===== src/design/bhs_pkg.sv =====
// Package for the bucketed hash set: field widths, parameter defaults,
// the request code type, the back-end state type and an index-width helper.
// No dependencies.
`timescale 1ns / 1ps

package bhs_pkg;

   localparam int ACTION_BITS  = 2;
   localparam int KEY_IN_BITS  = 32;
   localparam int FILL_BITS    = 4;
   localparam int SLOTS_DEF    = 8;
   localparam int BUCKETS_DEF  = 16;
   localparam int KEY_BITS_DEF = 32;
   localparam int QUEUE_DEPTH  = 2;

   // Request codes; the unused code is treated as a find.
   typedef enum logic [ACTION_BITS-1:0] {
      ACT_FIND   = 2'd0,
      ACT_INSERT = 2'd1,
      ACT_ERASE  = 2'd2
   } action_type;

   typedef enum logic [1:0] {
      ST_CLEAR,
      ST_FETCH,
      ST_UPDATE
   } back_state_type;

   // Address width for a table of n entries; never less than one bit.
   function automatic int idx_bits(input int n);
      return (n > 1) ? $clog2(n) : 1;
   endfunction

endpackage


===== src/design/bhs_queue.sv =====
// Short first-in first-out queue between the front and back ends.
// Depends on bhs_pkg for its default depth.
`timescale 1ns / 1ps

module bhs_queue #(
   parameter int WIDTH = 8,
   parameter int DEPTH = bhs_pkg::QUEUE_DEPTH
) (
   input  logic             clock,
   input  logic             reset,
   input  logic             in_valid,
   output logic             in_ready,
   input  logic [WIDTH-1:0] in_data,
   output logic             out_valid,
   input  logic             out_ready,
   output logic [WIDTH-1:0] out_data
);
   import bhs_pkg::*;

   localparam int PTR_BITS = idx_bits(DEPTH);
   localparam int CNT_BITS = $clog2(DEPTH + 1);

   logic [WIDTH-1:0]    entry_ff [DEPTH];
   logic [PTR_BITS-1:0] wr_ptr_ff, wr_ptr_in;
   logic [PTR_BITS-1:0] rd_ptr_ff, rd_ptr_in;
   logic [CNT_BITS-1:0] count_ff, count_in;
   logic                push, pop;

   assign in_ready  = (count_ff != CNT_BITS'(DEPTH));
   assign out_valid = (count_ff != '0);
   assign push      = in_valid && in_ready;
   assign pop       = out_valid && out_ready;
   assign out_data  = entry_ff[rd_ptr_ff];

   always_comb begin
      wr_ptr_in = wr_ptr_ff;
      rd_ptr_in = rd_ptr_ff;
      if (push) begin
         wr_ptr_in = (wr_ptr_ff == PTR_BITS'(DEPTH - 1)) ? '0 : wr_ptr_ff + PTR_BITS'(1);
      end
      if (pop) begin
         rd_ptr_in = (rd_ptr_ff == PTR_BITS'(DEPTH - 1)) ? '0 : rd_ptr_ff + PTR_BITS'(1);
      end
      case ({push, pop})
         2'b10:   count_in = count_ff + CNT_BITS'(1);
         2'b01:   count_in = count_ff - CNT_BITS'(1);
         default: count_in = count_ff;
      endcase
   end

   always_ff @(posedge clock) begin
      if (reset) begin
         wr_ptr_ff <= '0;
         rd_ptr_ff <= '0;
         count_ff  <= '0;
      end else begin
         wr_ptr_ff <= wr_ptr_in;
         rd_ptr_ff <= rd_ptr_in;
         count_ff  <= count_in;
      end
   end

   always_ff @(posedge clock) begin
      if (push) begin
         entry_ff[wr_ptr_ff] <= in_data;
      end
   end

endmodule


===== config.mk =====
export PLATFORM = sky130hd
export DESIGN_NAME = bhs_queue
export DESIGN_NICKNAME = d
export VERILOG_FILES = /design/src/design/bhs_pkg.sv /design/src/design/bhs_queue.sv
export SDC_FILE = /design/constraint.sdc
export NUM_CORES = 1
export LEC_CHECK = 0
export BUFFER_PORTS_ARGS = -buffer_cell sky130_fd_sc_hd__clkbuf_2
export CORE_ASPECT_RATIO = 1.1
export CORE_UTILIZATION = 50
export DETAILED_ROUTE_END_ITERATION = 8
export MAX_ROUTING_LAYER = met4
export PLACE_DENSITY = 0.83
export SYNTH_ARGS = -nofsm -noshare
export SYNTH_HDL_FRONTEND = slang
export SYNTH_SLANG_ARGS = --single-unit

===== constraint.sdc =====
create_clock -name clock -period 2.7 [get_ports clock]
set_input_delay 0.135 -clock clock [delete_from_list [all_inputs] [get_ports clock]]
set_output_delay 0.135 -clock clock [all_outputs]
set_load 0.005 [all_outputs]

==> metrics.cfg <==
[power_and_ir_drop]
power.internal_uw = 617.3
ir_drop_mv = 0.5138
p_sw_uw = 236.0
seq_power_share = 0.537
leakagePower_nw = 0.3790
powerDensity_nw_per_um2 = 903.2
sw_frac_of_total = 0.2766
p_comb_frac = 0.300
pwr-share-clk = 0.163
total_power_uw = 853.2

[cells_and_area]
finalNetCount = 87
multi_input_comb_area_um2 = 209.0
syn_to_final_growth_pct = 18.34
finalInstanceArea_um2 = 944.7
num-fill-cells = 120
fin_cells = 89
diodes = 0
layout-drive-gt1-share = 0.4658
final-seq-area_um2 = 580.6

[placed_design]
dp.cells = 85
io_buffer_count = 21
placed_cell_area_um2 = 918.4
gp_congestion = 0.7366
post-place-ws_ps = 1117

[floorplanning]
num_rows = 14
start_util = 0.5626
design.core.area_um2 = 1419
die_x_um = 40.10
die-area_um2 = 1760
die_h_um = 43.91
pin_count = 22

[critical_path]
crit_path_end_kind = flip-flop
worstSetupPathType = reg -> reg
slowest_delay_ps = 420
timing.rr.start = count_ff[0]$_SDFFE_PP0P_
crit_path_start_kind = flip-flop
cp_top_family = simple AND/OR/NAND/NOR gates
crit_buf_inv = 0
worst_ep_required_time_ps = 2930
slowest_stage = dfxtp_1
crit_start = count_ff[0]$_SDFFE_PP0P_
cp_data_arrival_time_ps = 1820
crit_chain = nand2b_1 > nand2_1 > ha_1 > or3_1 > a21oi_1
path_max_fanout = 5

[clock_network]
h-tree-depth = 1
clkTransAtPathRegs_ps = 110
cts_tree = built
cts_root_buf = clkbuf_4
cts_resized = 0
clock_latency_ps = 280
holdBufCountCts = 0
cts_max_path_buffers = 2
cts_buffers = 3
post_cts_buffers = 0
cts_sinks = 21

[detailed_routing]
vias = 447
ant_nets = 0
routed_via_density = 5.022
post_drt_wl_per_cell_um = 13.13
wl_mm = 1.169
initialDrtViolationCount = 1
first_pass_iters = 4
drcViolationCount = 0

[synth]
synth_cells = 49
netlist-cell-type-count = 19
synth_warnings = 0
ys_seq_area_frac = 0.7273
ys_ff_latch = 21
synth.net_count = 62
avgSynthCellArea_um2 = 16.29
synthesis.area_um2 = 798.3

[worst_hold_path]
hold_class = in -> reg
min_from = in_data[7]

[sta]
finalSetupViolCount = 0
slew_viol_final = 0
fmax_ghz = 0.6287
tightest_slew_ps = 381.7
tns_ps = 0
max-slew-margin-rel = 0.7456
fin_crit_ps = 1591
hold_violations = 0
setup_slack_ps = 1109
clock_skew_ps = 3.279
rsz0062_at_grt = no
fin_crit_sh = 0.5891

[grt]
grt_max_degree = 12
grt_pass1_vias = 450
antenna_found_initial = 0
grt_pass1_wl_mm = 1.932
gr-total-overflow = 0
grtUsageTotal = 0.1695

[status]
outcome = finished clean

[job]
max_cap_viol_count = 0

synth_stat cells (all sizes together):
library cell  count  area share
a21bo             1       0.013
a21oi             2       0.013
and3              1      0.0078
buf               1      0.0063
dfxtp             5        0.13
edfxtp           16        0.60
ha                1       0.016
inv               1      0.0047
mux2              8        0.11
nand2             1      0.0047
nand2b            1      0.0078
nand3b            1      0.0094
nor2              3       0.014
o21a              1      0.0094
o21ai             1      0.0063
or2               1      0.0078
or3               1      0.0078
xnor2             2       0.022
xor2              1       0.011
power groups by stage:
stage	Clock (mW)	Sequential, mW	Combinational (mW)
detailed placement	0	0.468	0.261
global route	0.155	0.470	0.286
floorplan	0	0.444	0.188
CTS	0.142	0.461	0.263
global placement	0	0.465	0.248
finish	0.139	0.459	0.256
cell type report:
| type | count | area share |
|---|---|---|
| Timing Repair Buffer | 21 | 0.1113 |
| Tap cell | 16 | 0.02119 |
| Clock buffer | 4 | 0.02781 |
| Sequential cell | 21 | 0.6146 |
| Multi-Input combinational cell | 26 | 0.2212 |
| Inverter | 1 | 0.003974 |
per-layer routing:
metal / share of wire / wire [um] / vias up / track usage
li1: - / - / 230 / -
met3: 0.062 / 72 / 2 / 0.03077
met5: 0 / 0 / - / -
met2: 0.49 / 576 / 14 / 0.2871
met1: 0.44 / 510 / 201 / 0.2014
met4: 0.0077 / 9 / 0 / 0.04138
worst paths after layout:
check	slack (ps)	endpoint	depth (start not counted)
worst min register to register	520	count_ff[1]$_SDFFE_PP0P_	2
worst min-delay path	40	entry_ff[0][7]$_DFFE_PP_	1
worst max register to register	1110	count_ff[1]$_SDFFE_PP0P_	5
worst max-delay path	1110	count_ff[1]$_SDFFE_PP0P_	5
kinds of logic after synthesis:
| group | after synthesis | synth area share |
|---|---|---|
| XOR/XNOR | 3 | 0.03292 |
| flip-flops | 21 | 0.7273 |
| AO/OA/AOI/OAI | 5 | 0.04075 |
| multiplexers | 8 | 0.1129 |
| buffers and inverters | 2 | 0.01096 |
| adder cells (fa/ha/maj) | 1 | 0.01567 |
| AND/OR/NAND/NOR | 9 | 0.05958 |
sequential cells by signal, summed over array words and instances (netlist names), named ones only:
name       cells
rd_ptr_ff      1
count_ff       2
entry_ff      16
wr_ptr_ff      1
placed cells by master (no fill, tap or decap), types with 2 or more instances in the layout:
master,Yosys,routed
a21oi_1,2,2
clkbuf_2,0,21
clkbuf_4,0,3
dfxtp_1,5,5
edfxtp_1,16,16
mux2_2,8,8
nor2_1,3,3
xnor2_1,2,2
worst register-to-register path, stage by stage (launching register included):
cell and delay (ps):
dfxtp_1 420, nand2b_1 210, nand2_1 90, ha_1 320, or3_1 350, a21oi_1 130
through the flow:
stage / utilization / hold slack (ps)
final: 0.6658 / 35.44
after global routing: 0.6658 / 19.17
after CTS: 0.6658 / 29.81
after detailed placement: 0.6473 / 329.8
after global placement: 0.6473 / 324.1
after floorplan: - / 204.1
Note: power is estimated with default switching activity, not from simulation.
