### src/design/bhs_pkg.sv
// Package for the bucketed hash set: field widths, parameter defaults,
// the request code type, the back-end state type and an index-width helper.
// No dependencies.
`timescale 1ns / 1ps

package bhs_pkg;

   localparam int ACTION_BITS  = 2;
   localparam int KEY_IN_BITS  = 32;
   localparam int FILL_BITS    = 4;
   localparam int SLOTS_DEF    = 8;
   localparam int BUCKETS_DEF  = 16;
   localparam int KEY_BITS_DEF = 32;
   localparam int QUEUE_DEPTH  = 2;

   // Request codes; the unused code is treated as a find.
   typedef enum logic [ACTION_BITS-1:0] {
      ACT_FIND   = 2'd0,
      ACT_INSERT = 2'd1,
      ACT_ERASE  = 2'd2
   } action_type;

   typedef enum logic [1:0] {
      ST_CLEAR,
      ST_FETCH,
      ST_UPDATE
   } back_state_type;

   // Address width for a table of n entries; never less than one bit.
   function automatic int idx_bits(input int n);
      return (n > 1) ? $clog2(n) : 1;
   endfunction

endpackage

### src/design/bhs_if.sv


interface bhs_rsp_if;
   import bhs_pkg::*;

   logic                 valid;
   logic                 ready;
   logic                 present_before;
   logic                 changed;
   logic                 bucket_full;
   logic [FILL_BITS-1:0] bucket_fill;

   modport source (output valid, output present_before, output changed,
                   output bucket_full, output bucket_fill, input ready);
   modport sink   (input valid, input present_before, input changed,
                   input bucket_full, input bucket_fill, output ready);
endinterface

### src/design/bhs_back.sv
// Back end of the bucketed hash set: bucket memory, clearing pass after
// reset, read-modify-write of one bucket row per request, response register.
// Depends on bhs_pkg and bhs_if.
`timescale 1ns / 1ps

module bhs_back #(
   parameter int SLOTS_PER_BUCKET = bhs_pkg::SLOTS_DEF,
   parameter int NUM_BUCKETS      = bhs_pkg::BUCKETS_DEF,
   parameter int KEY_BITS         = bhs_pkg::KEY_BITS_DEF
) (
   input  logic                                      clock,
   input  logic                                      reset,
   output logic                                      clear_busy,
   input  logic                                      q_valid,
   output logic                                      q_ready,
   input  bhs_pkg::action_type                       q_action,
   input  logic [bhs_pkg::idx_bits(NUM_BUCKETS)-1:0] q_bucket,
   input  logic [KEY_BITS-1:0]                       q_key,
   bhs_rsp_if.source                                 rsp_ch
);
   import bhs_pkg::*;

   localparam int BKT_BITS  = idx_bits(NUM_BUCKETS);
   localparam int CNT_BITS  = $clog2(SLOTS_PER_BUCKET + 1);
   localparam int SLOT_BITS = SLOTS_PER_BUCKET * KEY_BITS;
   localparam int ROW_BITS  = CNT_BITS + SLOT_BITS;

   // Each row holds a bucket's fill count above its slots.
   logic [ROW_BITS-1:0] row_mem [NUM_BUCKETS];
   logic [ROW_BITS-1:0] rd_row_ff;

   back_state_type      state_ff, state_in;
   logic [BKT_BITS-1:0] clr_idx_ff, clr_idx_in;
   action_type          action_ff;
   logic [BKT_BITS-1:0] bucket_ff;
   logic [KEY_BITS-1:0] key_ff;

   logic                 rsp_valid_ff, rsp_valid_in;
   logic                 present_ff, changed_ff, full_ff;
   logic [FILL_BITS-1:0] fill_ff;

   logic                 fetch_go, update_go, out_free, clr_we;
   logic                 mem_we;
   logic [BKT_BITS-1:0]  mem_addr;
   logic [ROW_BITS-1:0]  mem_wdata;

   logic [SLOTS_PER_BUCKET-1:0][KEY_BITS-1:0] slots_old, slots_new;
   logic [CNT_BITS-1:0]                       cnt_old, cnt_new;
   logic [SLOTS_PER_BUCKET-1:0]               match, at_or_after;
   logic                                      found, changed, full;

   // Next state.
   always_comb begin
      state_in = state_ff;
      unique case (state_ff)
         ST_CLEAR: begin
            if (clr_idx_ff == BKT_BITS'(NUM_BUCKETS - 1)) begin
               state_in = ST_FETCH;
            end
         end
         ST_FETCH: begin
            if (q_valid) begin
               state_in = ST_UPDATE;
            end
         end
         ST_UPDATE: begin
            if (out_free) begin
               state_in = ST_FETCH;
            end
         end
         default: state_in = ST_CLEAR;
      endcase
   end

   // State outputs.
   always_comb begin
      clear_busy = 1'b0;
      q_ready    = 1'b0;
      clr_we     = 1'b0;
      update_go  = 1'b0;
      unique case (state_ff)
         ST_CLEAR: begin
            clear_busy = 1'b1;
            clr_we     = 1'b1;
         end
         ST_FETCH: begin
            q_ready = 1'b1;
         end
         ST_UPDATE: begin
            update_go = out_free;
         end
         default: begin
            clear_busy = 1'b1;
         end
      endcase
   end

   assign out_free   = !rsp_valid_ff || rsp_ch.ready;
   assign fetch_go   = q_ready && q_valid;
   assign clr_idx_in = clr_we ? clr_idx_ff + BKT_BITS'(1) : clr_idx_ff;

   always_ff @(posedge clock) begin
      if (reset) begin
         state_ff   <= ST_CLEAR;
         clr_idx_ff <= '0;
      end else begin
         state_ff   <= state_in;
         clr_idx_ff <= clr_idx_in;
      end
   end

   always_ff @(posedge clock) begin
      if (fetch_go) begin
         action_ff <= q_action;
         bucket_ff <= q_bucket;
         key_ff    <= q_key;
      end
   end

   // Search the fetched row and build its new contents.
   always_comb begin
      cnt_old   = rd_row_ff[ROW_BITS-1 -: CNT_BITS];
      slots_old = rd_row_ff[SLOT_BITS-1:0];
      for (int i = 0; i < SLOTS_PER_BUCKET; i++) begin
         match[i] = (CNT_BITS'(i) < cnt_old) && (slots_old[i] == key_ff);
      end
      found = |match;
      // Slots from the matching one upward take their upper neighbor on erase.
      at_or_after[0] = match[0];
      for (int i = 1; i < SLOTS_PER_BUCKET; i++) begin
         at_or_after[i] = at_or_after[i-1] | match[i];
      end

      slots_new = slots_old;
      cnt_new   = cnt_old;
      changed   = 1'b0;
      full      = 1'b0;
      case (action_ff)
         ACT_INSERT: begin
            if (!found) begin
               if (cnt_old == CNT_BITS'(SLOTS_PER_BUCKET)) begin
                  full = 1'b1;
               end else begin
                  for (int i = 0; i < SLOTS_PER_BUCKET; i++) begin
                     if (CNT_BITS'(i) == cnt_old) begin
                        slots_new[i] = key_ff;
                     end
                  end
                  cnt_new = cnt_old + CNT_BITS'(1);
                  changed = 1'b1;
               end
            end
         end
         ACT_ERASE: begin
            if (found) begin
               for (int i = 0; i < SLOTS_PER_BUCKET - 1; i++) begin
                  if (at_or_after[i]) begin
                     slots_new[i] = slots_old[i+1];
                  end
               end
               cnt_new = cnt_old - CNT_BITS'(1);
               changed = 1'b1;
            end
         end
         default: begin
         end
      endcase
   end

   assign mem_we    = clr_we || update_go;
   assign mem_addr  = clr_we ? clr_idx_ff : bucket_ff;
   assign mem_wdata = clr_we ? '0 : {cnt_new, slots_new};

   always_ff @(posedge clock) begin
      if (mem_we) begin
         row_mem[mem_addr] <= mem_wdata;
      end
      if (fetch_go) begin
         rd_row_ff <= row_mem[q_bucket];
      end
   end

   // Response register.
   always_comb begin
      if (update_go) begin
         rsp_valid_in = 1'b1;
      end else if (rsp_ch.ready) begin
         rsp_valid_in = 1'b0;
      end else begin
         rsp_valid_in = rsp_valid_ff;
      end
   end

   always_ff @(posedge clock) begin
      if (reset) begin
         rsp_valid_ff <= 1'b0;
      end else begin
         rsp_valid_ff <= rsp_valid_in;
      end
   end

   always_ff @(posedge clock) begin
      if (update_go) begin
         present_ff <= found;
         changed_ff <= changed;
         full_ff    <= full;
         fill_ff    <= FILL_BITS'(cnt_new);
      end
   end

   assign rsp_ch.valid          = rsp_valid_ff;
   assign rsp_ch.present_before = present_ff;
   assign rsp_ch.changed        = changed_ff;
   assign rsp_ch.bucket_full    = full_ff;
   assign rsp_ch.bucket_fill    = fill_ff;

endmodule

### src/flat_wrapper.sv
// flat-port wrapper written by rule: the top's interface ports become plain ports
module bhs_back_flat import bhs_pkg::*;
#(
   parameter int SLOTS_PER_BUCKET = bhs_pkg::SLOTS_DEF,
   parameter int NUM_BUCKETS      = bhs_pkg::BUCKETS_DEF,
   parameter int KEY_BITS         = bhs_pkg::KEY_BITS_DEF
)
  (clock, reset, clear_busy, q_valid, q_ready, q_action, q_bucket, q_key, rsp_ch_valid, rsp_ch_present_before, rsp_ch_changed, rsp_ch_bucket_full, rsp_ch_bucket_fill, rsp_ch_ready);
  bhs_rsp_if rsp_ch_i ();
  input  logic clock;
  input  logic reset;
  output logic clear_busy;
  input  logic q_valid;
  output logic q_ready;
  input  bhs_pkg::action_type q_action;
  input  logic [bhs_pkg::idx_bits(NUM_BUCKETS)-1:0] q_bucket;
  input  logic [KEY_BITS-1:0] q_key;
  output wire logic [$bits(rsp_ch_i.valid)-1:0] rsp_ch_valid;
  output wire logic [$bits(rsp_ch_i.present_before)-1:0] rsp_ch_present_before;
  output wire logic [$bits(rsp_ch_i.changed)-1:0] rsp_ch_changed;
  output wire logic [$bits(rsp_ch_i.bucket_full)-1:0] rsp_ch_bucket_full;
  output wire logic [$bits(rsp_ch_i.bucket_fill)-1:0] rsp_ch_bucket_fill;
  input wire logic [$bits(rsp_ch_i.ready)-1:0] rsp_ch_ready;
  assign rsp_ch_valid = rsp_ch_i.valid;
  assign rsp_ch_present_before = rsp_ch_i.present_before;
  assign rsp_ch_changed = rsp_ch_i.changed;
  assign rsp_ch_bucket_full = rsp_ch_i.bucket_full;
  assign rsp_ch_bucket_fill = rsp_ch_i.bucket_fill;
  assign rsp_ch_i.ready = rsp_ch_ready;
  bhs_back #(.SLOTS_PER_BUCKET(SLOTS_PER_BUCKET), .NUM_BUCKETS(NUM_BUCKETS), .KEY_BITS(KEY_BITS)) u_core (.clock(clock), .reset(reset), .clear_busy(clear_busy), .q_valid(q_valid), .q_ready(q_ready), .q_action(q_action), .q_bucket(q_bucket), .q_key(q_key), .rsp_ch(rsp_ch_i));
endmodule
### config.mk
export PLATFORM = sky130hd
export DESIGN_NAME = bhs_back_flat
export DESIGN_NICKNAME = d
export VERILOG_FILES = /design/src/design/bhs_pkg.sv /design/src/design/bhs_if.sv /design/src/design/bhs_back.sv /design/src/flat_wrapper.sv
export SDC_FILE = /design/constraint.sdc
export NUM_CORES = 2
export LEC_CHECK = 0
export ABC_AREA = 0
export BUFFER_PORTS_ARGS = -buffer_cell sky130_fd_sc_hd__buf_4
export CORE_ASPECT_RATIO = 2
export CORE_MARGIN = 4
export CORE_UTILIZATION = 40
export CTS_BUF_LIST = sky130_fd_sc_hd__clkbuf_2
export DETAILED_ROUTE_END_ITERATION = 10
export GPL_ROUTABILITY_DRIVEN = 0
export HOLD_SLACK_MARGIN = 0.12
export PLACE_DENSITY_LB_ADDON = 0.2
export SLEW_MARGIN = 30
export SYNTH_ARGS = -nofsm -noshare
export SYNTH_HDL_FRONTEND = slang
export SYNTH_MEMORY_MAX_BITS = 65536
export SYNTH_SLANG_ARGS = --single-unit
### constraint.sdc
create_clock -name clock -period 20.9 [get_ports clock]
set_clock_uncertainty 0.15 [all_clocks]
set_input_delay 6.27 -clock clock [delete_from_list [all_inputs] [get_ports clock]]
set_output_delay 6.27 -clock clock [all_outputs]
set_load 0.05 [all_outputs]
==> qor.yml <==
global_routing:
  grt_pass1_wl_mm: 788
  overflow: 0
  met3_usage_pct: 3.45
  grt_pass1_vias: 102000
  use_met1_pct: 28.7
  grtUsageTotal_pct: 23.9
  grt_use_met2_pct: 41.6
  busiest_layer: "met2"
  grt_max_degree: 140
  antenna_found_initial: 10
drt:
  postRouteAntennaNets: 0
  vias: 97500
  drt_pass1_iterations: 6
  drc: 0
  routed_wl_mm: 565
  avgRoutedWirePerCell_um: 34.8
  vias_per_cell: 6.01
  drt_iter0_drc: 10400
yosys:
  synth-simple-area-share_pct: 2.06
  synth_edf_count: 4465
  synth_seq_cells: 4472
  yosys_warnings: 0
  synthFlopType: "edfxtp_1"
  avgSynthCellArea_um2: 20.5
  syn_nets: 8877
  yosys.cell_types.count: 49
  seq_area_frac_synth_pct: 74.1
  synth_top_family_by_area: "multiplexers"
  synthCells: 8824
  synth-adder-area-share_pct: 0.0760
  synthMuxAreaShare_pct: 17.4
  async_reset_ff_share_pct: 0
  synthXorXnorAreaFrac_pct: 1.25
  synth-compound-area-share_pct: 3.12
  syn-cell-area_mm2: 0.181
sta:
  tns_ns: 0
  period_share_pct: 45.7
  worstMarginPinSlew_ns: 1.14
  rsz0062_at_grt: "no"
  relSlewSlack_pct: 23.3
  hold_viol_final: 0
  final_max_slew_viol_count: 0
  setup_violations: 0
  layout_min_cycle_time_ns: 9.56
  fmax_mhz: 105
floorplanning:
  start_util_pct: 40.1
  die_h_um: 959
  die-area_mm2: 0.464
  core-area_mm2: 0.451
  dieWidth_um: 484
  rows: 349
  ioPinCount: 52
final_layout:
  final_layout_size_suffix_gt1_share_pct: 31.8
  design_area_mm2: 0.199
  finalNonFillerCells: 16200
  nets: 9588
  syn_to_final_growth_pct: 9.97
worst_setup_path:
  cp_data_required_time_ns: 14.48
  endpoint_kind: "output pin"
  cp.arrival_ns: 3.14
  r2r-end: "u_core.row_mem[1][108]$_DFFE_PP_"
  timing.critical_path.fanout_max: 3
  start_kind: "register"
  rrSetupSlack_ns: 13.76
  r2r_cells: 13
  crit_start: "u_core.state_ff[0]$_SDFFE_PP0P_"
  r2r_start: "u_core.key_ff[4]$_DFFE_PP_"
  critPathKind: "register to output pin"
clocking:
  cts_tree: "done"
  clockRootBuffer: "clkbuf_2"
  clk_pin_slew_ns: 0.12
  htree_levels: 6
  cts_inserted_buffers: 911
  clock_sinks: 4472
  clock_latency_ns: 2.34
  cts_resized: 0
  cts_buffer_depth: 4
  post_cts_buffers: 0
  ctsHoldBuffers: 0
worst_hold_path:
  worstHoldStart: "u_core.state_ff[0]$_SDFFE_PP0P_"
  hold_end: "u_core.state_ff[0]$_SDFFE_PP0P_"
  hold_path.class: "register to register"
  whs_path_depth: 2
run:
  drv_cap: 0
power:
  cellPowerDensity_mw_per_mm2: 109
  p_leak_uw: 0.0638
  irDropWorstVdd_v: 0.000224
place:
  placed_area_mm2: 0.190
  place_hpwl_mm: 310
  place.detailed.instances: 14600
  numPortBuffers: 51
status:
  outcome: "finished, final reports clean"
[final cells by class]
cell class	instances	area [um2]
clock buffer	1271	6360
timing repair buffer	428	4080
fill	39000	252000
tap	5967	7470
antenna	15	37.5
multi-input combinational	3486	44100
sequential	4472	134000
inverter	236	887
clock inverter	349	1910
[how the worst max path moves through the flow]
stage	to	slack (ns)
floorplan	u_core.row_mem[1][0]$_DFFE_PP_	1.86
global placement	u_core.row_mem[0][249]$_DFFE_PP_	9.43
detailed placement	u_core.rd_row_ff[72]$_DFFE_PP_	9.66
CTS	clear_busy	11.01
global route	clear_busy	11.16
finish	clear_busy	11.34
[metal layers]
layer | share of wire (%) | up-vias
met4 | 6.1 | 4
met2 | 51 | 4733
met1 | 36 | 52600
li1 | - | 38900
met5 | 0.0041 | -
met3 | 6.6 | 1295
[power by group]
group          internal [uW]  total [uW]  switching [uW]
clock network           1840        5230            3380
logic                   1110        4140            3030
registers              12000       12300             362
total                  14900       21700            6780
[placed cells by master (no fill, tap or decap), drive strengths merged, types with 2 or more instances in the layout]
cell	n
nand4	51
inv	252
or3	2
a211oi	29
ha	11
xor2	85
a21o	32
nor3	84
mux4	1273
o21ai	233
xnor2	174
a21oi	293
nor2	100
clkinvlp	17
clkinv	302
or4	3
o41a	32
clkbuf	1274
nand3	50
a221oi	96
nor2b	32
bufinv	14
mux2	33
a31oi	166
buf	425
nor3b	2
o31a	32
dfxtp	7
and2	5
nand2	212
nor4	186
mux2i	253
edfxtp	4465
diode	15
and4	2
nand3b	2
nand2b	4
[sequential cells by signal, indices dropped and copies added (netlist names)]
register,count
u_core.row_mem,4160
u_core.rd_row_ff,260
u_core.key_ff,32
u_core.bucket_ff,4
u_core.clr_idx_ff,4
u_core.rsp_ch.bucket_fill,4
u_core.action_ff,2
u_core.state_ff,2
u_core.rsp_ch.bucket_full,1
u_core.rsp_ch.changed,1
u_core.rsp_ch.present_before,1
u_core.rsp_ch.valid,1
[metrics by stage]
stage | util, % | total power [uW] | hold slack [ns] | setup WS (ns)
6_report | 44.1 | 21700 | 0.410 | 11.34
2_1_floorplan | - | 15100 | 0.348 | 1.86
4_1_cts | 44.1 | 21900 | 0.409 | 11.01
3_3_place_gp | 42.1 | 16500 | 0.362 | 9.43
5_1_grt | 44.1 | 22600 | 0.440 | 11.16
3_5_place_dp | 42.2 | 16700 | 0.392 | 9.66
[critical path, stage by stage (launching register included)]
cell and delay (ns):
dfxtp_1 0.38, inv_1 0.10, ha_4 0.24, inv_1 0.05, buf_4 0.18
[cell families (layout without fill, tap and decap cells)]
kind of cell    Yosys count  in the layout
compound gates          918            918
xor+xnor                259            259
fa+ha+maj                11             11
buf+inv                 866           2284
flops                  4472           4472
mux                    1559           1559
other cells               0             15
simple gates            739            739
[cells in the mapped netlist, drive strengths merged, types with 29 or more instances]
master	instances	area [um2]
a221oi	96	841
buf	208	1020
nand2	212	796
clkbuf	422	1590
xnor2	174	1520
a31oi	166	1040
mux2	33	372
nor3	84	430
nor2	100	375
a211oi	29	218
o41a	32	360
inv	236	886
nor4	186	1180
nand3	50	250
nor2b	32	200
a21oi	293	1470
a21o	32	240
mux4	1273	28700
edfxtp	4465	134000
o31a	32	280
xor2	85	744
mux2i	253	2530
nand4	51	319
o21ai	233	1170
Note: power is estimated with default switching activity, not from simulation.
