## src/design/bhs_pkg.sv

```systemverilog
// Package for the bucketed hash set: field widths, parameter defaults,
// the request code type, the back-end state type and an index-width helper.
// No dependencies.
`timescale 1ns / 1ps

package bhs_pkg;

   localparam int ACTION_BITS  = 2;
   localparam int KEY_IN_BITS  = 32;
   localparam int FILL_BITS    = 4;
   localparam int SLOTS_DEF    = 8;
   localparam int BUCKETS_DEF  = 16;
   localparam int KEY_BITS_DEF = 32;
   localparam int QUEUE_DEPTH  = 2;

   // Request codes; the unused code is treated as a find.
   typedef enum logic [ACTION_BITS-1:0] {
      ACT_FIND   = 2'd0,
      ACT_INSERT = 2'd1,
      ACT_ERASE  = 2'd2
   } action_type;

   typedef enum logic [1:0] {
      ST_CLEAR,
      ST_FETCH,
      ST_UPDATE
   } back_state_type;

   // Address width for a table of n entries; never less than one bit.
   function automatic int idx_bits(input int n);
      return (n > 1) ? $clog2(n) : 1;
   endfunction

endpackage

```

## src/design/bhs_if.sv

```systemverilog
// Channel interfaces of the bucketed hash set: request and response.
// Depends on bhs_pkg.
`timescale 1ns / 1ps

interface bhs_req_if;
   import bhs_pkg::*;

   logic                   valid;
   logic                   ready;
   logic [ACTION_BITS-1:0] action;
   logic [KEY_IN_BITS-1:0] key;

   modport source (output valid, output action, output key, input ready);
   modport sink   (input valid, input action, input key, output ready);
endinterface


```

## src/design/bhs_front.sv

```systemverilog
// Front end of the bucketed hash set: takes requests, masks the key,
// picks the bucket and classifies the request code into one register stage.
// Depends on bhs_pkg and bhs_if.
`timescale 1ns / 1ps

module bhs_front #(
   parameter int NUM_BUCKETS = bhs_pkg::BUCKETS_DEF,
   parameter int KEY_BITS    = bhs_pkg::KEY_BITS_DEF
) (
   input  logic                                         clock,
   input  logic                                         reset,
   input  logic                                         clear_busy,
   bhs_req_if.sink                                      req_ch,
   output logic                                         fe_valid,
   input  logic                                         fe_ready,
   output bhs_pkg::action_type                          fe_action,
   output logic [bhs_pkg::idx_bits(NUM_BUCKETS)-1:0]    fe_bucket,
   output logic [KEY_BITS-1:0]                          fe_key
);
   import bhs_pkg::*;

   localparam int BKT_BITS  = idx_bits(NUM_BUCKETS);
   localparam int KEY_USE   = (KEY_BITS < KEY_IN_BITS) ? KEY_BITS : KEY_IN_BITS;
   localparam int WIDE_BITS = (KEY_BITS > BKT_BITS) ? KEY_BITS : BKT_BITS;

   logic [KEY_BITS-1:0]  key_masked;
   logic [WIDE_BITS-1:0] key_wide;
   logic [BKT_BITS-1:0]  bucket;
   action_type           act_class;
   logic                 take;

   logic                 valid_ff, valid_in;
   action_type           action_ff;
   logic [BKT_BITS-1:0]  bucket_ff;
   logic [KEY_BITS-1:0]  key_ff;

   assign req_ch.ready = !clear_busy && (!valid_ff || fe_ready);
   assign take         = req_ch.valid && req_ch.ready;

   always_comb begin
      key_masked = KEY_BITS'(req_ch.key[KEY_USE-1:0]);
      key_wide   = WIDE_BITS'(key_masked);
      // The bucket count must be a power of two (not enforced here); the modulo is then the low bits.
      bucket     = (NUM_BUCKETS > 1) ? key_wide[BKT_BITS-1:0] : '0;
   end

   always_comb begin
      unique case (req_ch.action)
         ACT_FIND:   act_class = ACT_FIND;
         ACT_INSERT: act_class = ACT_INSERT;
         ACT_ERASE:  act_class = ACT_ERASE;
         default:    act_class = ACT_FIND;
      endcase
   end

   always_comb begin
      if (take) begin
         valid_in = 1'b1;
      end else if (fe_ready) begin
         valid_in = 1'b0;
      end else begin
         valid_in = valid_ff;
      end
   end

   always_ff @(posedge clock) begin
      if (reset) begin
         valid_ff <= 1'b0;
      end else begin
         valid_ff <= valid_in;
      end
   end

   always_ff @(posedge clock) begin
      if (take) begin
         action_ff <= act_class;
         bucket_ff <= bucket;
         key_ff    <= key_masked;
      end
   end

   assign fe_valid  = valid_ff;
   assign fe_action = action_ff;
   assign fe_bucket = bucket_ff;
   assign fe_key    = key_ff;

endmodule

```

## src/flat_wrapper.sv

```systemverilog
// flat-port wrapper written by rule: the top's interface ports become plain ports
module bhs_front_flat import bhs_pkg::*;
#(
   parameter int NUM_BUCKETS = bhs_pkg::BUCKETS_DEF,
   parameter int KEY_BITS    = bhs_pkg::KEY_BITS_DEF
)
  (clock, reset, clear_busy, fe_valid, fe_ready, fe_action, fe_bucket, fe_key, req_ch_valid, req_ch_action, req_ch_key, req_ch_ready);
  bhs_req_if req_ch_i ();
  input  logic clock;
  input  logic reset;
  input  logic clear_busy;
  output logic fe_valid;
  input  logic fe_ready;
  output bhs_pkg::action_type fe_action;
  output logic [bhs_pkg::idx_bits(NUM_BUCKETS)-1:0] fe_bucket;
  output logic [KEY_BITS-1:0] fe_key;
  input wire logic [$bits(req_ch_i.valid)-1:0] req_ch_valid;
  input wire logic [$bits(req_ch_i.action)-1:0] req_ch_action;
  input wire logic [$bits(req_ch_i.key)-1:0] req_ch_key;
  output wire logic [$bits(req_ch_i.ready)-1:0] req_ch_ready;
  assign req_ch_i.valid = req_ch_valid;
  assign req_ch_i.action = req_ch_action;
  assign req_ch_i.key = req_ch_key;
  assign req_ch_ready = req_ch_i.ready;
  bhs_front #(.NUM_BUCKETS(NUM_BUCKETS), .KEY_BITS(KEY_BITS)) u_core (.clock(clock), .reset(reset), .clear_busy(clear_busy), .req_ch(req_ch_i), .fe_valid(fe_valid), .fe_ready(fe_ready), .fe_action(fe_action), .fe_bucket(fe_bucket), .fe_key(fe_key));
endmodule
```

## config.mk

```make
export PLATFORM = sky130hd
export DESIGN_NAME = bhs_front_flat
export DESIGN_NICKNAME = d
export VERILOG_FILES = /design/src/design/bhs_pkg.sv /design/src/design/bhs_if.sv /design/src/design/bhs_front.sv /design/src/flat_wrapper.sv
export SDC_FILE = /design/constraint.sdc
export NUM_CORES = 1
export LEC_CHECK = 0
export BUFFER_PORTS_ARGS = -buffer_cell sky130_fd_sc_hd__buf_2
export CORE_ASPECT_RATIO = 0.75
export CORE_UTILIZATION = 40
export DETAILED_ROUTE_END_ITERATION = 10
export PLACE_DENSITY = 0.75
export SLEW_MARGIN = 20
export SYNTH_ARGS = -nofsm -noshare
export SYNTH_HDL_FRONTEND = slang
export SYNTH_SLANG_ARGS = --single-unit
```

## constraint.sdc

```tcl
create_clock -name clock -period 2.95 [get_ports clock]
set_input_delay 0.4425 -clock clock [delete_from_list [all_inputs] [get_ports clock]]
set_output_delay 0.4425 -clock clock [all_outputs]
set_load 0.1 [all_outputs]
```

==> results.md, run 1 <==
* Most frequent cells in the layout: buf_2 (78), edfxtp_1 (34), clkbuf_8 (5), nand2b_4 (2), nor2b_1 (2)
* Fin worst setup slack at ~1300 ps
* Layout area overhead at 43.6%
* Final setup viols at 0
* Clock root cell: clkbuf_8
* Max_cap viols at 0
* Post-synth top area share at 0.895
* Most common cell after layout, fill and taps aside: buf_2
* Die Height at 48.3 um
* Lkg Pwr at roughly 0.71 nW
* Die area at roughly 3100 um^2
* Core region area at between 2000 and 3000 um^2
* Total of warnings raised by yosys at 0
* GRT overflow at 0
* Clock sink count at 35
* Maximum root-to-sink buffer count at 2
* # diodes at 0
* RePlAce Congestion at around 0.63
* Share of cells above drive strength 1 at 0.698
* Final hold vios at 0
* Ports at 79
* Largest net degree at the start of global routing at 35
* Port Buf Inserts at approximately 80
* Pre-Repair DR Iteration Count at 3
* WL per Instance at roughly 11 um
* Cells after synthesis at 47
* Synth top area cells: edfxtp_1 (89%), buf_4 (2.6%), nand2b_4 (2.4%), dfxtp_1 (1.8%), nor2b_4 (1.2%)
* CTS Hold Bufs at 0
* Post-synthesis sequential area ratio at 0.912
* # nets final at between 150 and 200
* Total GRT Usage at 0.118
* Setup tns final at 0 ps
* Status: completed
* Row count at 16
* #FFs+latches synth at 35
* CP startpoint kind: flop
* Vias per cell at approximately 4.2
* Crit path DAT at 1250 ps
* Drt total wl at 1840 um
* CTS resizes at 0
* Syn nets at 86
* Mean Syn Cell Area at between 20 and 25 um^2
* Cell taking the most area after synthesis: edfxtp_1
* PwrDens at slightly below 700 nW/um^2
* DRC errors left at 0
* Skew-Pair Late Insertion Delay at around 270 ps
* Antenna viol nets, final at 0
* Crit Path Class: reg2out
* CP Max Fanout at 3
* Hold Path Class: in2reg
* Distinct cells, synth at 8
* TritonCTS Buffers at 5
* Worst VDD drop at 334 uV
* Initial antenna violation count at 0
* RSZ-0062 raised after global routing: false
* Slew HR at 0.405
* Worst path cell trace: nor2b_4 -> nor2_1 -> buf_2
* Post-CTS setup repair buffer count at 0
* Worst Tran Pin Value at roughly 890 ps
* First-pass GRT wire length at 2390 um
* CP required at roughly 2500 ps
* Vias in the first global route at 566
* Worst path slowest cell: buf_2
* Clk slew on worst S/H paths at around 60 ps
* CTS HTree Levels at 2
* Worst slack, placed at ~1200 ps
* # fillers at 202
* CTS tree: yes
* Routed via count at between 600 and 700
* WHS at 329 ps
* Starting density of the core at 0.429
* Clk_skew at between 5 and 6 ps
* Syn Std Cell Area at about 1100 um^2
* DRT iter0 DRCs at 13
* Critical path's largest stage delay at 420 ps
* Fmax at 0.590 GHz
* Final slew viol count at 0
* Crit path capture type: output pin
* Final Critical Period at between 1500 and 2000 ps
* DIE WIDTH at 63.7 um
* Period utilization at 0.574
[cell families (layout without fill, tap and decap cells)]
kind of cell           count (synthesis)  in the layout  synth area share
AO/OA/AOI/OAI                          1              1           0.00768
buffers and inverters                  4             86            0.0263
flip-flops                            35             35             0.912
AND/OR/NAND/NOR                        7              7            0.0537
[final timing paths]
kind	startpoint	to	slack, ps	cells after the start
min reg2reg	u_core.fe_valid$_SDFFE_PP0P_	u_core.fe_valid$_SDFFE_PP0P_	490	2
max	u_core.fe_valid$_SDFFE_PP0P_	req_ch_ready	1260	3
min	reset	u_core.fe_valid$_SDFFE_PP0P_	330	2
max reg2reg	u_core.fe_valid$_SDFFE_PP0P_	u_core.fe_key[16]$_DFFE_PP_	1390	2
[final cells by class]
cell class | instances | area (um^2) | area share
clock inverters | 2 | 12.5 | 0.00763
multi-input cells | 8 | 77.6 | 0.0473
flip-flops and latches | 35 | 1040 | 0.635
clock buffers | 6 | 72.6 | 0.0443
well taps | 36 | 45.0 | 0.0275
repair buffers | 78 | 390 | 0.238
[report_power, final]
group	switching, mW	internal [mW]
clock	0.152	0.164
sequential	0.00539	0.571
combinational	0.194	0.0368
total	0.351	0.773
[worst max-delay path, delay by kind of cell, from the launching register on]
family	cells	cell delay, ps
DFF	1	340
buffers and inverters	1	420
and+or+nand+nor	2	220
[cells in the mapped netlist, drive strengths merged]
cell	count
a21oi	1
buf	4
dfxtp	1
edfxtp	34
nand2b	2
nor2	2
nor2b	3
[flip-flops by register name (all words and copies together) (netlist names)]
| register | count |
|---|---|
| u_core.fe_valid | 1 |
| u_core.fe_action | 2 |
| u_core.fe_key | 32 |
[through the flow]
stage	std cells	area, um^2	total power [mW]	util
floorplan	47	1140	0.776	-
finish	165	1640	1.12	0.616
CTS	165	1640	1.14	0.616
global route	165	1640	1.17	0.616
detailed placement	157	1550	0.821	0.584
global placement	157	1550	0.818	0.584
[per-layer routing]
metal,routed length (um),share of wire,track usage
met4,5,0.0027,0.0545
met1,776,0.42,0.123
met2,854,0.46,0.181
met3,207,0.11,0.0935
met5,0,0,0
No activity file was read; power rests on OpenSTA's default activity.
==> run 2, diff against run 1 <==
clock period = 1.7 ns   (was 2.95 ns; I/O delays follow)
==> run 2 against run 1 <==
Cell count is 0.61% higher; utilization is 1.1 points higher; die area stayed put; global-route usage is 1.5 points higher; clock power is 76% higher; count of clock-buffer cells in the layout stayed put; first-iteration DRC count is 120% higher; clock skew is 3.1 ps lower; sequential share of layout area is 1.0 points lower; sequential cell count stayed put; critical path type unchanged; critical endpoint unchanged.
==> results.md, run 2 (synthesized netlist as in run 1, its figures left out) <==
* Status: completed
* Largest register FFs at 32 (unchanged)
* Slew HR at 0.670 (+0.264)
* TritonCTS Buffers at 5 (unchanged)
* Most common cell after layout, fill and taps aside: buf_2
* Worst VDD drop at 594 uV (+78%)
* Post-CTS setup repair buffer count at 0 (unchanged)
* Routed via count at 696 (+0.43%)
* CTS tree: yes
* Initial antenna violation count at 0 (unchanged)
* Crit path DAT at 1250 ps (about the same)
* # nets final at 168 (+0.60%)
* CP startpoint kind: flop
* # diodes at 0 (unchanged)
* WP buf/inv at 1 (unchanged)
* Final HPWL DP at about 1500 um
* WHS at 132 ps (-197 ps)
* Clock root cell: clkbuf_8
* Largest net degree at the start of global routing at 35 (unchanged)
* Total GRT Usage at 0.133 (+0.0148)
* Fmax at 0.665 GHz
* Crit path capture type: output pin
* GRT overflow at 0 (unchanged)
* Internal power at 1.35 mW (+74%)
* Clock power frac at 0.282 (about the same)
* Starting density of the core at 0.429 (unchanged)
* Gate power share at 0.209 (+0.003)
* Die area at 3070 um^2 (unchanged)
* Worst Tran Pin Value at 499 ps (-391 ps)
* Clock sink count at 35 (unchanged)
* Die Height at 48.3 um (unchanged)
* PwrDens at 1180 nW/um^2 (+72%)
* RSZ-0062 raised after global routing: false
* Final setup viols at 0 (unchanged)
* DIE WIDTH at 63.7 um (unchanged)
* NetSw at 0.622 mW (+77%)
* Hold Path Class: in2reg
* Sequential share of power at 0.508 (-0.005)
* First-pass GRT wire length at 2680 um (+12%)
* Core region area at 2660 um^2 (unchanged)
* Clk_skew at 1.95 ps (-3.15 ps)
* Worst path cell trace: nor2b_4 -> nor2_4 -> buf_2
* Vias per cell at 4.19 (-0.17%)
* Skew-Pair Late Insertion Delay at 280 ps (about the same)
* CTS Hold Bufs at 0 (unchanged)
* Most frequent cells in the layout: buf_2 (78), edfxtp_1 (34), clkbuf_8 (5)
* RePlAce Congestion at 0.672 (+7.0%)
* Antenna viol nets, final at 0 (unchanged)
* CTS resizes at 0 (unchanged)
* Final hold vios at 0 (unchanged)
* CP required at 1440 ps (-1070 ps)
* Net Sw Frac at 0.316 (+0.00335)
* WL per Instance at 12.4 um (+11%)
* Row count at 16 (unchanged)
* Worst path slowest cell: buf_2
* Period utilization at 0.884
* Lkg Pwr at 0.716 nW (+1.3%)
* Pre-Repair DR Iteration Count at 2 (-1)
* Final Critical Period at ~1500 ps
* Setup tns final at 0 ps (unchanged)
* Maximum root-to-sink buffer count at 2 (unchanged)
* DRT iter0 DRCs at 28 (+15)
* Ports at 79 (unchanged)
* Layout area overhead at 46.2%
* Port Buf Inserts at 78 (unchanged)
* Top delay family on crit path: buffers and inverters
* Drt total wl at 2050 um (+12%)
* Critical path's largest stage delay at 420 ps (about the same)
* CP Max Fanout at 3 (unchanged)
* Max_cap viols at 0 (unchanged)
* Clk slew on worst S/H paths at 60 ps (about the same)
* Crit Path Class: reg2out
* CTS HTree Levels at 2 (unchanged)
* DRC errors left at 0 (unchanged)
* Share of cells above drive strength 1 at 0.715 (+0.0177)
* Vias in the first global route at 580 (+2.5%)
* Final slew viol count at 0 (unchanged)
-- run 2: changes by cell type in the layout (fill, tap and decap cells not counted), sizes merged --
cell / change
buf: +1
-- run 2: worst paths after layout --
| path | slack [ps] | depth (start not counted) | startpoint | endpoint |
|---|---|---|---|---|
| min | 130 | 2 | reset | u_core.fe_valid$_SDFFE_PP0P_ |
| max | 200 | 3 | u_core.fe_valid$_SDFFE_PP0P_ | req_ch_ready |
| min reg2reg | 480 | 2 | u_core.fe_valid$_SDFFE_PP0P_ | u_core.fe_valid$_SDFFE_PP0P_ |
| max reg2reg | 600 | 3 | u_core.fe_valid$_SDFFE_PP0P_ | u_core.fe_key[0]$_DFFE_PP_ |
-- run 2: metrics by stage --
step / utilization / cell area (um^2) / setup slack, ps / instances / power (mW)
final: 0.626 / 1670 / 197 / 166 / 1.97
after global routing: 0.626 / 1670 / 142 / 166 / 2.04
after CTS: 0.626 / 1670 / 176 / 166 / 1.99
after detailed placement: 0.594 / 1580 / 492 / 158 / 1.43
after global placement: 0.594 / 1580 / 512 / 158 / 1.43
after floorplan: - / 1160 / 74.1 / 47 / 1.35
-- run 2: area by class of cell --
cell class,instances,area [um^2]
Sequential cell,35,1040
Fill cell,212,995
Timing Repair Buffer,79,410
Multi-Input combinational cell,8,85.1
Clock buffer,6,72.6
Tap cell,36,45.0
Clock inverter,2,12.5
-- run 2: routing by layer --
| metal | up-vias | wire length [um] | GRT usage |
|---|---|---|---|
| met3 | 0 | 207 | 0.0841 |
| met4 | 0 | 0 | 0.0545 |
| li1 | 336 | - | - |
| met2 | 55 | 1040 | 0.213 |
| met1 | 305 | 804 | 0.147 |
| met5 | - | 0 | 0 |
-- run 2: power groups by stage --
stage                     Sequential [mW]  Clock [mW]  Combinational, mW
after floorplan                      1.28           0             0.0710
after global placement               1.02           0              0.409
final                                1.00       0.556              0.412
after detailed placement             1.02           0              0.414
after global routing                 1.00       0.612              0.425
after CTS                            1.00       0.579              0.414
==> run 3, diff against run 2 <==
BUFFER_PORTS_ARGS = unset   (was -buffer_cell sky130_fd_sc_hd__buf_2)
CORE_UTILIZATION = 45   (was 40)
DONT_BUFFER_PORTS = 1   (was unset)
PLACE_DENSITY = 0.57   (was 0.75)
==> run 3 against run 2 <==
Via count fell by 17%; clock skew up 2.7 ps; non-clock buffer count shrank 36; sequential share of layout area rose by 0.66 points; critical path depth down 2; setup slack gained 160 ps; cell count fell by 23%; combinational power about the same; utilization is 7.7 points higher; routed wire length shrank 3.7%; global-route usage grew 1.7 points; count of clock-buffer cells in the layout rose by 1.
==> results.md, run 3 (synthesized netlist as in run 1, its figures left out) <==
* Status: completed
* Total GRT Usage at 0.150 (+0.0174)
* Max_cap viols at 0 (unchanged)
* # diodes at 0 (unchanged)
* Drt total wl at 1980 um (-3.7%)
* DRT iter0 DRCs at 1 (-96%)
* Final HPWL DP at 1560 um (+1.8%)
* Routed via count at 575 (-17%)
* Post-CTS setup repair buffer count at 0 (unchanged)
* Clock root cell: clkbuf_4
* Setup tns final at 0 ps (unchanged)
* # fillers at 157 (-26%)
* Largest net degree at the start of global routing at 23 (-34%)
* Skew-Pair Late Insertion Delay at 310 ps (+30 ps)
* Initial antenna violation count at 0 (unchanged)
* Met1 usage at 0.166 (+0.0188)
* RePlAce Congestion at 0.655 (-2.6%)
* CTS tree: yes
* Met2 usage at 0.233 (+0.0202)
* GRT overflow at 0 (unchanged)
* Die area at 2740 um^2 (-11%)
* Ports at 79 (unchanged)
* CTS HTree Levels at 2 (unchanged)
* Global routing's busiest layer: met2
* CP required at 1440 ps (about the same)
* TritonCTS Buffers at 5 (unchanged)
* DRC errors left at 0 (unchanged)
* Core region area at 2350 um^2 (-12%)
* CTS Hold Bufs at 1 (+1)
* First-pass GRT wire length at 2750 um (+2.6%)
* # nets final at 132 (-21%)
* Maximum root-to-sink buffer count at 2 (unchanged)
* Vias per cell at 4.49 (+7.1%)
* Final hold vios at 0 (unchanged)
* WL per Instance at 15.4 um (+25%)
* Crit Path Class: reg2out
* Share of cells above drive strength 1 at 0.585 (-0.130)
* Port Buf Inserts at 0 (-100%)
* Die Height at 45.6 um (-5.5%)
* CP startpoint kind: flop
* Worst path cell trace: buf_4
* Worst VDD drop at 597 uV (+0.50%)
* Lkg Pwr at 0.633 nW (-11%)
* Final setup viols at 0 (unchanged)
* PwrDens at 1100 nW/um^2 (-6.7%)
* Layout area overhead at 44.6%
* Starting density of the core at 0.486 (+0.0578)
* Critical path's largest stage delay at 450 ps (+30 ps)
* Most frequent cells in the layout: buf_4 (36), edfxtp_1 (34), clkbuf_4 (5), buf_16 (4)
* Clk_skew at 4.61 ps (+2.66 ps)
* Final slew viol count at 0 (unchanged)
* Hold Path Class: in2reg
* Crit path DAT at 1080 ps (-170 ps)
* Hold depth at 0 (-2)
* Crit path launch: u_core.fe_key[3]$_DFFE_PP_
* Row count at 15 (-1)
* Pre-Repair DR Iteration Count at 2 (unchanged)
* Register area at 1040 um^2 (unchanged)
* Design Power at 1.82 mW (-7.7%)
* Reg2Reg Depth at 3 (unchanged)
* Worst Tran Pin Value at 308 ps (-191 ps)
* Period utilization at 0.788 (-0.0961)
* Reg-to-Reg Start: u_core.fe_valid$_SDFFE_PP0P_
* Crit path capture type: output pin
* Slew HR at 0.795 (+0.125)
* Antenna viol nets, final at 0 (unchanged)
* CTS resizes at 0 (unchanged)
* WP buf/inv at 1 (unchanged)
* Top delay family on crit path: flip-flops
* Clk slew on worst S/H paths at 100 ps (+40 ps)
* Multi-input combinational cell area at 85.1 um^2 (unchanged)
* Hold Path Origin: req_ch_key[3]
* CP Depth at 1 (-2)
* Fmax at 0.747 GHz (+12%)
* Largest register FFs at 32 (unchanged)
* Global routing usage on met3 at 0.0994 (+0.0153)
* Most common cell after layout, fill and taps aside: buf_4
* Worst path slowest cell: edfxtp_1
* Final Critical Period at 1340 ps (-163 ps)
* CP Max Fanout at 2 (-1)
* Vias in the first global route at 540 (-6.9%)
* DIE WIDTH at 60.1 um (-5.5%)
* Clock sink count at 35 (unchanged)
* RSZ-0062 raised after global routing: false
[run 3: cell count changes in the layout (fill, tap and decap cells not counted), sizes merged]
cell	delta
buf	-37
clkbuf	+1
clkinvlp	-1
dlygate4sd3	+1
[run 3: power breakdown]
group	switching (mW)	total (mW)	internal, mW	leakage, nW
Clock	0.237	0.398	0.161	0.0293
Sequential	0.0147	1.01	0.991	0.327
Combinational	0.329	0.415	0.0856	0.277
[run 3: stage by stage]
step	setup WS (ps)	cell area [um^2]	hold WS (ps)	cells	utilization
4_1_cts	339	1650	18.7	128	0.703
6_report	360	1650	33.4	128	0.703
3_5_place_dp	629	1590	312	119	0.678
3_3_place_gp	655	1590	312	119	0.678
5_1_grt	297	1650	4.91	128	0.703
2_1_floorplan	74.1	1160	310	47	-
[run 3: worst paths after layout]
path                                                      to  slack, ps
worst max register to register   u_core.fe_key[14]$_DFFE_PP_        630
worst min-delay path              u_core.fe_key[3]$_DFFE_PP_         30
worst min register to register  u_core.fe_valid$_SDFFE_PP0P_        740
worst max-delay path                            fe_bucket[3]        360
[run 3: metal layers]
layer	vias to the layer above	routed length, um	part of all wire
li1	267	-	-
met1	264	695	0.35
met2	42	988	0.50
met3	2	276	0.14
met4	0	17	0.0086
met5	-	0	0
[run 3: layout make-up]
type,instances,area share
sequential,35,0.632
timing repair buffer,43,0.261
multi-input combinational,8,0.0516
clock buffer,7,0.0273
tap,34,0.0258
clock inverter,1,0.00303
[run 3: worst register-to-register path, delay by kind of cell (launching register included)]
kind                   cells  cell delay, ps
buffers and inverters      1             210
DFF                        1             330
and+or+nand+nor            2             250
